### config.mk
export PLATFORM = sky130hd
export DESIGN_NAME = tsft_hash
export DESIGN_NICKNAME = d
export VERILOG_FILES = /design/src/tsft_pkg.sv /design/src/tsft_hash.sv
export SDC_FILE = /design/constraint.sdc
export NUM_CORES = 1
export LEC_CHECK = 0
export BUFFER_PORTS_ARGS = -buffer_cell sky130_fd_sc_hd__clkbuf_2
export CAP_MARGIN = 0
export CORE_MARGIN = 3
export CORE_UTILIZATION = 56
export CTS_CLUSTER_DIAMETER = 150
export DETAILED_ROUTE_END_ITERATION = 8
export PLACE_DENSITY_LB_ADDON = 0.15
export SLEW_MARGIN = 20
export SYNTH_ARGS = -nofsm -noshare
export SYNTH_HDL_FRONTEND = slang
export SYNTH_SLANG_ARGS = --single-unit
### constraint.sdc
create_clock -name clk -period 5 [get_ports clk]
set_clock_uncertainty 0.2 [all_clocks]
set_input_delay 0.25 -clock clk [delete_from_list [all_inputs] [get_ports clk]]
set_output_delay 0.25 -clock clk [all_outputs]
set_load 0.01 [all_outputs]
### src/tsft_pkg.sv
// ----------------------------------------------------------------------------
// tsft_pkg
// shared types and constants of the syn flood / slowloris tracker
// ----------------------------------------------------------------------------
package tsft_pkg;

  // configuration port
  localparam int unsigned CFG_IDX_W  = 3;
  localparam int unsigned CFG_DATA_W = 31;

  localparam logic [CFG_IDX_W-1:0] CFG_SYN_THRESHOLD     = 3'd0;
  localparam logic [CFG_IDX_W-1:0] CFG_SYN_WINDOW        = 3'd1;
  localparam logic [CFG_IDX_W-1:0] CFG_IDLE_EVICT        = 3'd2;
  localparam logic [CFG_IDX_W-1:0] CFG_COLLISION_EVICT   = 3'd3;
  localparam logic [CFG_IDX_W-1:0] CFG_HEADER_TIMEOUT    = 3'd4;
  localparam logic [CFG_IDX_W-1:0] CFG_HTTP_PORT         = 3'd5;

  // register reset values
  localparam logic [15:0] RST_SYN_THRESHOLD   = 16'd100;
  localparam logic [30:0] RST_SYN_WINDOW      = 31'd1000;
  localparam logic [30:0] RST_IDLE_EVICT      = 31'd60000;
  localparam logic [30:0] RST_COLLISION_EVICT = 31'd5000;
  localparam logic [30:0] RST_HEADER_TIMEOUT  = 31'd30000;
  localparam logic [15:0] RST_HTTP_PORT       = 16'd80;

  // event codes
  localparam logic [1:0] EV_NONE      = 2'd0;
  localparam logic [1:0] EV_SYN_FLOOD = 2'd1;
  localparam logic [1:0] EV_SLOWLORIS = 2'd2;

  // one table entry
  typedef struct packed {
    logic [31:0] addr;
    logic [15:0] port;
    logic [31:0] seen_at;
    logic [31:0] window_start;
    logic [31:0] syn_cnt;
    logic [31:0] header_start;
    logic        blocked;
  } slot_t;

  // key handed to the hash unit
  typedef struct packed {
    logic [31:0] addr;
    logic [15:0] port;
  } hsh_key_t;

  typedef enum logic [2:0] {
    S_CLEAR,
    S_IDLE,
    S_HASH,
    S_CHECK,
    S_UPDATE
  } tsft_state_t;

  // a is after b when (b - a) is negative as a signed 32-bit value
  function automatic logic later_than(input logic [31:0] a, input logic [31:0] b);
    logic [31:0] d;
    d = b - a;
    return d[31];
  endfunction

endpackage

### src/tsft_hash.sv
// ----------------------------------------------------------------------------
// tsft_hash
// shortened one-at-a-time hash of address and port, reduced to a table index
// ----------------------------------------------------------------------------
module tsft_hash #(
  parameter int unsigned TABLE_ENTRIES = 4096
) (
  input  logic                               clk,
  input  logic                               rst_n,
  input  logic                               start,
  input  tsft_pkg::hsh_key_t                 key,
  output logic                               done,
  output logic [$clog2(TABLE_ENTRIES)-1:0]   idx
);
  import tsft_pkg::*;

  localparam int unsigned IDX_W   = $clog2(TABLE_ENTRIES);
  localparam bit          IS_POW2 = ((TABLE_ENTRIES & (TABLE_ENTRIES - 1)) == 0);

  logic [31:0] a1, a2, a3;
  logic [31:0] b1, b2, b3;
  logic [31:0] ha_r, hb_r;
  logic        va_r, vb_r;

  // first half: mix address, add port
  always_comb begin
    a1 = key.addr + (key.addr << 10);
    a2 = a1 ^ (a1 >> 6);
    a3 = a2 + {16'd0, key.port};
  end

  // second half: final avalanche
  always_comb begin
    b1 = ha_r + (ha_r << 3);
    b2 = b1 ^ (b1 >> 11);
    b3 = b2 + (b2 << 15);
  end

  always_ff @(posedge clk) begin
    if (!rst_n) begin
      va_r <= 1'b0;
      vb_r <= 1'b0;
    end else begin
      va_r <= start;
      vb_r <= va_r;
    end
  end

  always_ff @(posedge clk) begin
    if (start) ha_r <= a3;
    if (va_r)  hb_r <= b3;
  end

  generate
    if (IS_POW2) begin : g_mask
      assign done = vb_r;
      assign idx  = hb_r[IDX_W-1:0];
    end else begin : g_rem
      // remainder by reciprocal multiplication; the quotient estimate is
      // low by at most one, so one compare and subtract finishes it
      localparam logic [31:0] RECIP = 32'((64'd1 << 32) / TABLE_ENTRIES);
      localparam logic [31:0] MOD_N = 32'(TABLE_ENTRIES);

      logic [63:0]      prod;
      logic [31:0]      diff;
      logic [31:0]      rem_full;
      logic [31:0]      quo_r;
      logic [31:0]      qn_r;
      logic [IDX_W-1:0] rem_r;
      logic             v1_r, v2_r, v3_r;

      always_comb begin
        prod     = {32'd0, hb_r} * {32'd0, RECIP};
        diff     = hb_r - qn_r;
        rem_full = (diff >= MOD_N) ? (diff - MOD_N) : diff;
      end

      always_ff @(posedge clk) begin
        if (!rst_n) begin
          v1_r <= 1'b0;
          v2_r <= 1'b0;
          v3_r <= 1'b0;
        end else begin
          v1_r <= vb_r;
          v2_r <= v1_r;
          v3_r <= v2_r;
        end
      end

      always_ff @(posedge clk) begin
        if (vb_r) quo_r <= prod[63:32];
        if (v1_r) qn_r  <= quo_r * MOD_N;
        if (v2_r) rem_r <= rem_full[IDX_W-1:0];
      end

      assign done = v3_r;
      assign idx  = rem_r;
    end
  endgenerate

endmodule
==> Implementation_results.wiki, run 1 <==
{| class="wikitable"
! Metric !! Value
|-
| Clock edge transition at the registers on the reported setup and hold paths || 0.07 ns
|-
| Floorplan die area || 7950 um^2
|-
| Endpoints failing setup || 0
|-
| CTS Root Buffer Type || clkbuf_8
|-
| Hold_ws || 0.112 ns
|-
| Slowest cell on the critical path || fa_1
|-
| Final RePlAce weighted congestion || 0.936
|-
| Routed len/inst || 14.8 um
|-
| Top flip-flop cell by instance count after synthesis || edfxtp_1
|-
| Antenna viol nets, final || 0
|-
| Diode insertion count for antenna repair || 0
|-
| Post-Syn Area per Cell || 9.66 um^2
|-
| Timing endpoint of the critical path || ha_r[20]$_DFFE_PP_
|-
| Number of optimization iterations in the first detailed-route pass || 5
|-
| Unrepaired setup endpoints after global routing || false
|-
| Final TNS setup || 0 ns
|-
| Relative slew slack || 62.6%
|-
| Detailed-placement wirelength estimate || 6930 um
|-
| Final nets || 576
|-
| Congestion Overflow GR || 0
|-
| TritonCTS sink count || 37
|-
| YS warnings || 0
|-
| Number of global-route vias before repair || 2998
|-
| Critical path class || in -> reg
|-
| Worst setup SP type || primary input
|-
| Power Total || 2.55 mW
|-
| Critical path fanouts, max || 5
|-
| Starting Density || 59.3%
|-
| Number of enable flip-flop cells after synthesis || 35
|-
| Clock network power share || 7.5%
|-
| All-layer global routing usage || 21.5%
|-
| Ordered cell list for the critical path || clkbuf_2 -> ha_1 -> inv_1 -> fa_1 -> nand2b_1 -> a21oi_1 -> nor2_1 -> xor2_1 -> ha_1 -> a21oi_1 -> a21boi_0 -> o221a_1 -> o31a_1 -> a221o_1 -> a31o_1 -> nand4_1 -> xnor2_1
|-
| Port bufs || 60
|-
| Layout cells sized above 1 || 16.1%
|-
| Iter 0 DRT Violations || 104
|-
| TritonCTS clock tree || built
|-
| Number of placement rows || 29
|-
| Sequential cell area fraction in the yosys report || 28.2%
|-
| Clock buffer depth || 2
|-
| Die Y || 89.2 um
|-
| Fraction of power consumed by combinational cells || 67.3%
|-
| Critical path's top delay family || compound AO/OA/AOI/OAI gates
|-
| Stages on the worst setup path || 17
|-
| Launch point of the worst reg-to-reg path || ha_r[1]$_DFFE_PP_
|-
| R2R Path End || hb_r[11]$_DFFE_PP_
|-
| Shortest period the worst path allows || 4.01 ns
|-
| Buffers and inverters on the worst path || 2
|-
| Post-synthesis net count || 510
|-
| Core region area || 6530 um^2
|-
| Switching Fraction || 41.1%
|-
| Worst setup path startpoint || key[26]
|-
| Total via count in the routed design || 3180
|-
| Required arrival time at the worst endpoint || 4.84 ns
|-
| Type of element capturing the critical path || flip-flop
|-
| Global-route wire length before repair || 13400 um
|-
| Worst Tran Pin Value || 0.555 ns
|-
| Vias per cell || 5.85
|-
| VDD IR-drop max || 0.198 mV
|-
| Fill cell total of the finished layout || 540
|-
| Worst hold path class || in -> reg
|-
| Reg2reg setup slack || 1.85 ns
|-
| Final Routed Wirelength || 8060 um
|-
| Maximum number of pins on one net before global-route repair || 25
|-
| Number of cells traversed by the worst register-to-register path || 10
|-
| Max Cap Viol || 0
|-
| Worst slack after detailed placement || 0.723 ns
|-
| Final standard cell utilization of the core || 66.6%
|-
| Final worst setup slack || 0.988 ns
|-
| Max-slew violation count || 0
|-
| Switching power || 1.05 mW
|-
| Final critical-path share of the clock period || 80.2%
|-
| Run status || complete, no violations
|-
| Flip-flop and latch count after synthesis || 37
|-
| Number of top-level pins || 64
|-
| H-Tree Depth || 2
|-
| Count of unique library cells instantiated by Yosys || 49
|-
| DRC violation count after routing || 0
|-
| Later-pin clock latency in the skew report || 0.29 ns
|-
| Power density over cell area || 586 nW/um^2
|-
| Cell area after synthesis || 3870 um^2
|-
| Final Hold Vio Count || 0
|-
| Area Growth Syn to Fin || 12.3%
|-
| Die boundary width || 89.2 um
|-
| Slowest cell delay on critical path || 0.39 ns
|-
| Cell Int Power || 1.50 mW
|-
| Endpoint arrival time on the critical path || 3.85 ns
|-
| Number of standard cells after synthesis || 401
|-
| Post-synth ARST share || 0%
|-
| Antenna violations before repair || 0
|-
| Clock buffer count from CTS || 5
|-
| Fmax || 249 MHz
|-
| Flop pwr share || 25.2%
|-
| Leakage Power || 1.88 nW
|}
==> what timing repair did <==
action                                 4_1_cts  5_1_grt
gates resized for setup                      0        0
buffers inserted                             0        0
endpoints found under the hold margin        2        0
hold buffers                                 1        0
==> worst min-delay path by stage <==
stage / from / end / slack [ns] / cells past startpoint
after floorplan: start / ha_r[0]$_DFFE_PP_ / 0.16 / 0
after global placement: rst_n / done$_SDFF_PN0_ / 0.26 / 2
after detailed placement: rst_n / done$_SDFF_PN0_ / 0.27 / 2
after CTS: key[0] / ha_r[0]$_DFFE_PP_ / 0.11 / 2
after global routing: key[0] / ha_r[0]$_DFFE_PP_ / 0.13 / 2
final: key[0] / ha_r[0]$_DFFE_PP_ / 0.11 / 2
==> sequential cells by signal, indices dropped and copies added (netlist names) <==
name and cells:
ha_r 23, hb_r 12, done 1, va_r 1
==> power by group through the flow <==
stage	clock network, mW	registers [mW]	logic, mW
after floorplan	0	0.660	1.35
final	0.192	0.641	1.72
after detailed placement	0	0.651	1.71
after global placement	0	0.648	1.66
after global routing	0.207	0.659	1.93
after CTS	0.195	0.644	1.72
==> cells by family (layout without fill, tap and decap cells) <==
logic type / after synthesis / after routing / synth area share [%]
AO/OA/AOI/OAI: 111 / 111 / 19.3
AND/OR/NAND/NOR: 101 / 101 / 12.2
XOR/XNOR: 83 / 83 / 19.5
adder cells (fa/ha/maj): 58 / 58 / 19.3
flip-flops: 37 / 37 / 28.2
buffers and inverters: 9 / 75 / 0.969
multiplexers: 2 / 2 / 0.517
==> metrics by stage <==
stage,area (um^2),std cells
5_1_grt,4350,544
2_1_floorplan,3870,401
3_5_place_dp,4260,536
3_3_place_gp,4260,536
4_1_cts,4350,544
6_report,4350,544
==> placed cells by master, fill, tap and decap left out, types with 4 or more instances in the layout <==
master and instances:
o21ai_0 17, or2_2 4, nand3_1 7, xnor2_1 57, a211oi_1 5, nand4_1 4
edfxtp_1 35, nor2b_1 7, nor3_1 10, nor2_1 41, a21oi_1 31, inv_1 7
clkbuf_2 60, clkbuf_8 5, o21a_1 8, xor2_1 24, a21o_1 15, o31a_1 5
ha_1 55, nand2_1 15
==> layer usage <==
metal / vias to the layer above / global-route usage [%] / share of wire (%)
met3: 17 / 1.57 / 4.3
met2: 97 / 39.5 / 49
met4: 0 / 7.44 / 2.6
li1: 1617 / - / -
met1: 1449 / 26.3 / 44
met5: - / 0 / 0
==> cells in the mapped netlist (all sizes together) (2+ instances only) <==
library cell  instances  area, um^2
xor2                 24         210
ha                   55         688
a21o                 15         113
or3                   3        18.8
dfxtp                 2        40.0
o31a                  5        43.8
o2111ai               2        17.5
and2                  3        18.8
nand4                 4        25.0
nor3b                 2        15.0
xnor3                 2        45.0
nor2b                 7        43.8
nand3                 7        35.0
a221o                 2        20.0
inv                   7        26.3
a31o                  2        17.5
a21boi                3        22.5
nor3                 10        50.1
or2                   4        25.0
a21oi                33         173
o21a                  8        60.1
edfxtp               35        1050
nand2                15        56.3
o21ai                20         100
nand2b                2        12.5
o31ai                 2        15.0
nor2                 41         154
mux2i                 2        20.0
a311oi                4        41.3
and3                  2        12.5
a211oi                6        50.1
o41ai                 2        17.5
fa                    3        60.1
o211ai                2        15.0
xnor2                57         499
==> area by class of cell <==
class | instances | area [um^2] | share of cell area (%)
clock buffer | 5 | 68.8 | 1.58
clock inverter | 2 | 11.3 | 0.259
inverter | 7 | 26.3 | 0.604
multi-input combinational | 355 | 2750 | 63.1
sequential | 37 | 1090 | 25.1
tap | 77 | 96.3 | 2.22
timing repair buffer | 61 | 310 | 7.13
Power figures use the tool's default switching activity.
==> inputs of run 2 (changes only) <==
==> constraint.sdc (replaced) <==
create_clock -name clk -period 3.85 [get_ports clk]
set_clock_uncertainty 0.2 [all_clocks]
set_input_delay 0.1925 -clock clk [delete_from_list [all_inputs] [get_ports clk]]
set_output_delay 0.1925 -clock clk [all_outputs]
set_load 0.01 [all_outputs]
==> run 2 against run 1 <==
Core utilization rose by 1.9 points. First-iteration DRC count fell by 15%. Flip-flop and latch count did not move. Combinational power rose by 33%. Cell count rose by 2.9%. Global-route usage rose by 0.63 points. Wire length rose by 3.4%. Hold slack got worse by 0.026 ns. Critical path depth rose by 1. Sequential share of layout area fell by 0.69 points. Cell area rose by 2.8%. Sequential power rose by 30%. Largest cell class unchanged.
==> Implementation_results.wiki, run 2 (same netlist as run 1, synthesis figures left out) <==
{| class="wikitable"
! Metric !! Value
|-
| Most common cell after layout, fill and taps aside || clkbuf_2
|-
| Worst hold path class || in -> reg
|-
| Registers with the most flip-flops || ha_r (23), hb_r (12)
|-
| Total via count in the routed design || 3259
|-
| Die Y || 89.2 um
|-
| Final TNS setup || 0 ns
|-
| Endpoint arrival time on the critical path || 3.52 ns
|-
| Port bufs || 60
|-
| Endpoints failing setup || 0
|-
| Die boundary width || 89.2 um
|-
| Maximum number of pins on one net before global-route repair || 25
|-
| Area Growth Syn to Fin || 15.5%
|-
| Largest register FFs || 23
|-
| Peak-usage layer in the global routing report || met2
|-
| GR met2 Demand/Resource || 39.7%
|-
| Slowest cell on the critical path || fa_1
|-
| Later-pin clock latency in the skew report || 0.28 ns
|-
| Hold_ws || 0.0869 ns
|-
| Clock buffer depth || 2
|-
| Number of placement rows || 29
|-
| Run status || complete, no violations
|-
| Final standard cell utilization of the core || 68.5%
|-
| Ordered cell list for the critical path || clkbuf_2 -> ha_1 -> inv_1 -> fa_1 -> nand2b_1 -> a21oi_1 -> buf_4 -> o21ai_1 -> nor2b_1 -> xnor2_1 -> xor2_1 -> ha_1 -> o2111ai_1 -> a21boi_1 -> o31a_1 -> o41a_1 -> nor2b_1 -> xnor2_1
|-
| Core region area || 6530 um^2
|-
| Antenna violations before repair || 0
|-
| Final nets || 592
|-
| Critical path fanouts, max || 4
|-
| Critical path's top delay family || compound AO/OA/AOI/OAI gates
|-
| Power density over cell area || 752 nW/um^2
|-
| Required arrival time at the worst endpoint || 3.68 ns
|-
| Max Cap Viol || 0
|-
| Vias per cell || 5.82
|-
| Reg2reg setup slack || 0.65 ns
|-
| Register with the most flip-flops || ha_r
|-
| VDD IR-drop max || 0.262 mV
|-
| Number of optimization iterations in the first detailed-route pass || 4
|-
| All-layer global routing usage || 22.1%
|-
| TritonCTS clock tree || built
|-
| Max-slew violation count || 0
|-
| Fill cell total of the finished layout || 527
|-
| Clock buffer count from CTS || 5
|-
| Worst slack after detailed placement || -0.0750 ns
|-
| Layout cells sized above 1 || 19.0%
|-
| Power Total || 3.36 mW
|-
| Diode insertion count for antenna repair || 0
|-
| Antenna viol nets, final || 0
|-
| H-Tree Depth || 2
|-
| Buffers and inverters on the worst path || 3
|-
| Highest-count cells in the layout ignoring fill and taps || clkbuf_2, xnor2_1, ha_1
|-
| Shortest period the worst path allows || 3.69 ns
|-
| Starting Density || 59.3%
|-
| Final Routed Wirelength || 8340 um
|-
| Iter 0 DRT Violations || 88
|-
| Routed len/inst || 14.9 um
|-
| Congestion Overflow GR || 0
|-
| Final critical-path share of the clock period || 95.9%
|-
| Number of top-level pins || 64
|-
| CTS Root Buffer Type || clkbuf_8
|-
| Final RePlAce weighted congestion || 0.949
|-
| Global-route wire length before repair || 13700 um
|-
| Number of global-route vias before repair || 3135
|-
| Final worst setup slack || 0.158 ns
|-
| GR met1 Demand/Resource || 26.4%
|-
| DRC violation count after routing || 0
|-
| Worst Tran Pin Value || 0.572 ns
|-
| Final Hold Vio Count || 0
|-
| Leakage Power || 1.96 nW
|-
| Clock edge transition at the registers on the reported setup and hold paths || 0.06 ns
|-
| Fmax || 271 MHz
|-
| Detailed-placement wirelength estimate || 7130 um
|-
| Floorplan die area || 7950 um^2
|-
| Relative slew slack || 61.5%
|-
| Critical path class || in -> reg
|-
| Slowest cell delay on critical path || 0.37 ns
|-
| Routing usage on met3 || 2.67%
|-
| TritonCTS sink count || 37
|-
| Worst setup SP type || primary input
|-
| Type of element capturing the critical path || flip-flop
|}
[run 2: final cells by class]
class	instances	area [um^2]	share of cell area [%]
sequential	37	1090	24.4
clock inverter	1	3.75	0.0839
inverter	7	26.3	0.587
timing repair buffer	77	430	9.62
multi-input combinational	355	2750	61.5
tap	77	96.3	2.15
clock buffer	6	72.6	1.62
[run 2: power by group]
group          internal, mW  switching (mW)  total (mW)  leakage [nW]
sequential            0.754          0.0792       0.833         0.355
combinational          1.12            1.17        2.29          1.57
clock                 0.122           0.119       0.241        0.0387
[run 2: worst paths after layout]
kind	start	end	cells after the start
setup / recovery	key[26]	ha_r[17]$_DFFE_PP_	18
setup reg to reg	ha_r[0]$_DFFE_PP_	hb_r[10]$_DFFE_PP_	11
hold / removal	key[0]	ha_r[0]$_DFFE_PP_	2
hold reg to reg	ha_r[0]$_DFFE_PP_	hb_r[0]$_DFFE_PP_	1
[run 2: layer usage]
metal	vias up	share of wire, %
met1	1479	43
met5	-	0
met2	105	49
li1	1651	-
met3	24	4.2
met4	0	3.3
[run 2: worst register-to-register path, delay by kind of cell, from the launching register on]
family,cells,cell delay [ns]
compound gates,6,1.25
xor+xnor,1,0.13
fa+ha+maj,2,0.66
flops,1,0.41
simple gates,2,0.30
[run 2: per-stage QoR]
stage                     cell area [um^2]  std cells
after floorplan                       3870        401
after global placement                4370        551
after detailed placement              4370        551
after CTS                             4460        559
after global routing                  4470        560
final                                 4470        560
[run 2: what timing repair did]
item	CTS	global route
hold endpoints to repair	2	0
setup endpoints to repair	0	4
hold buffers	1	0
buffers inserted	0	1
gates resized for setup	0	3
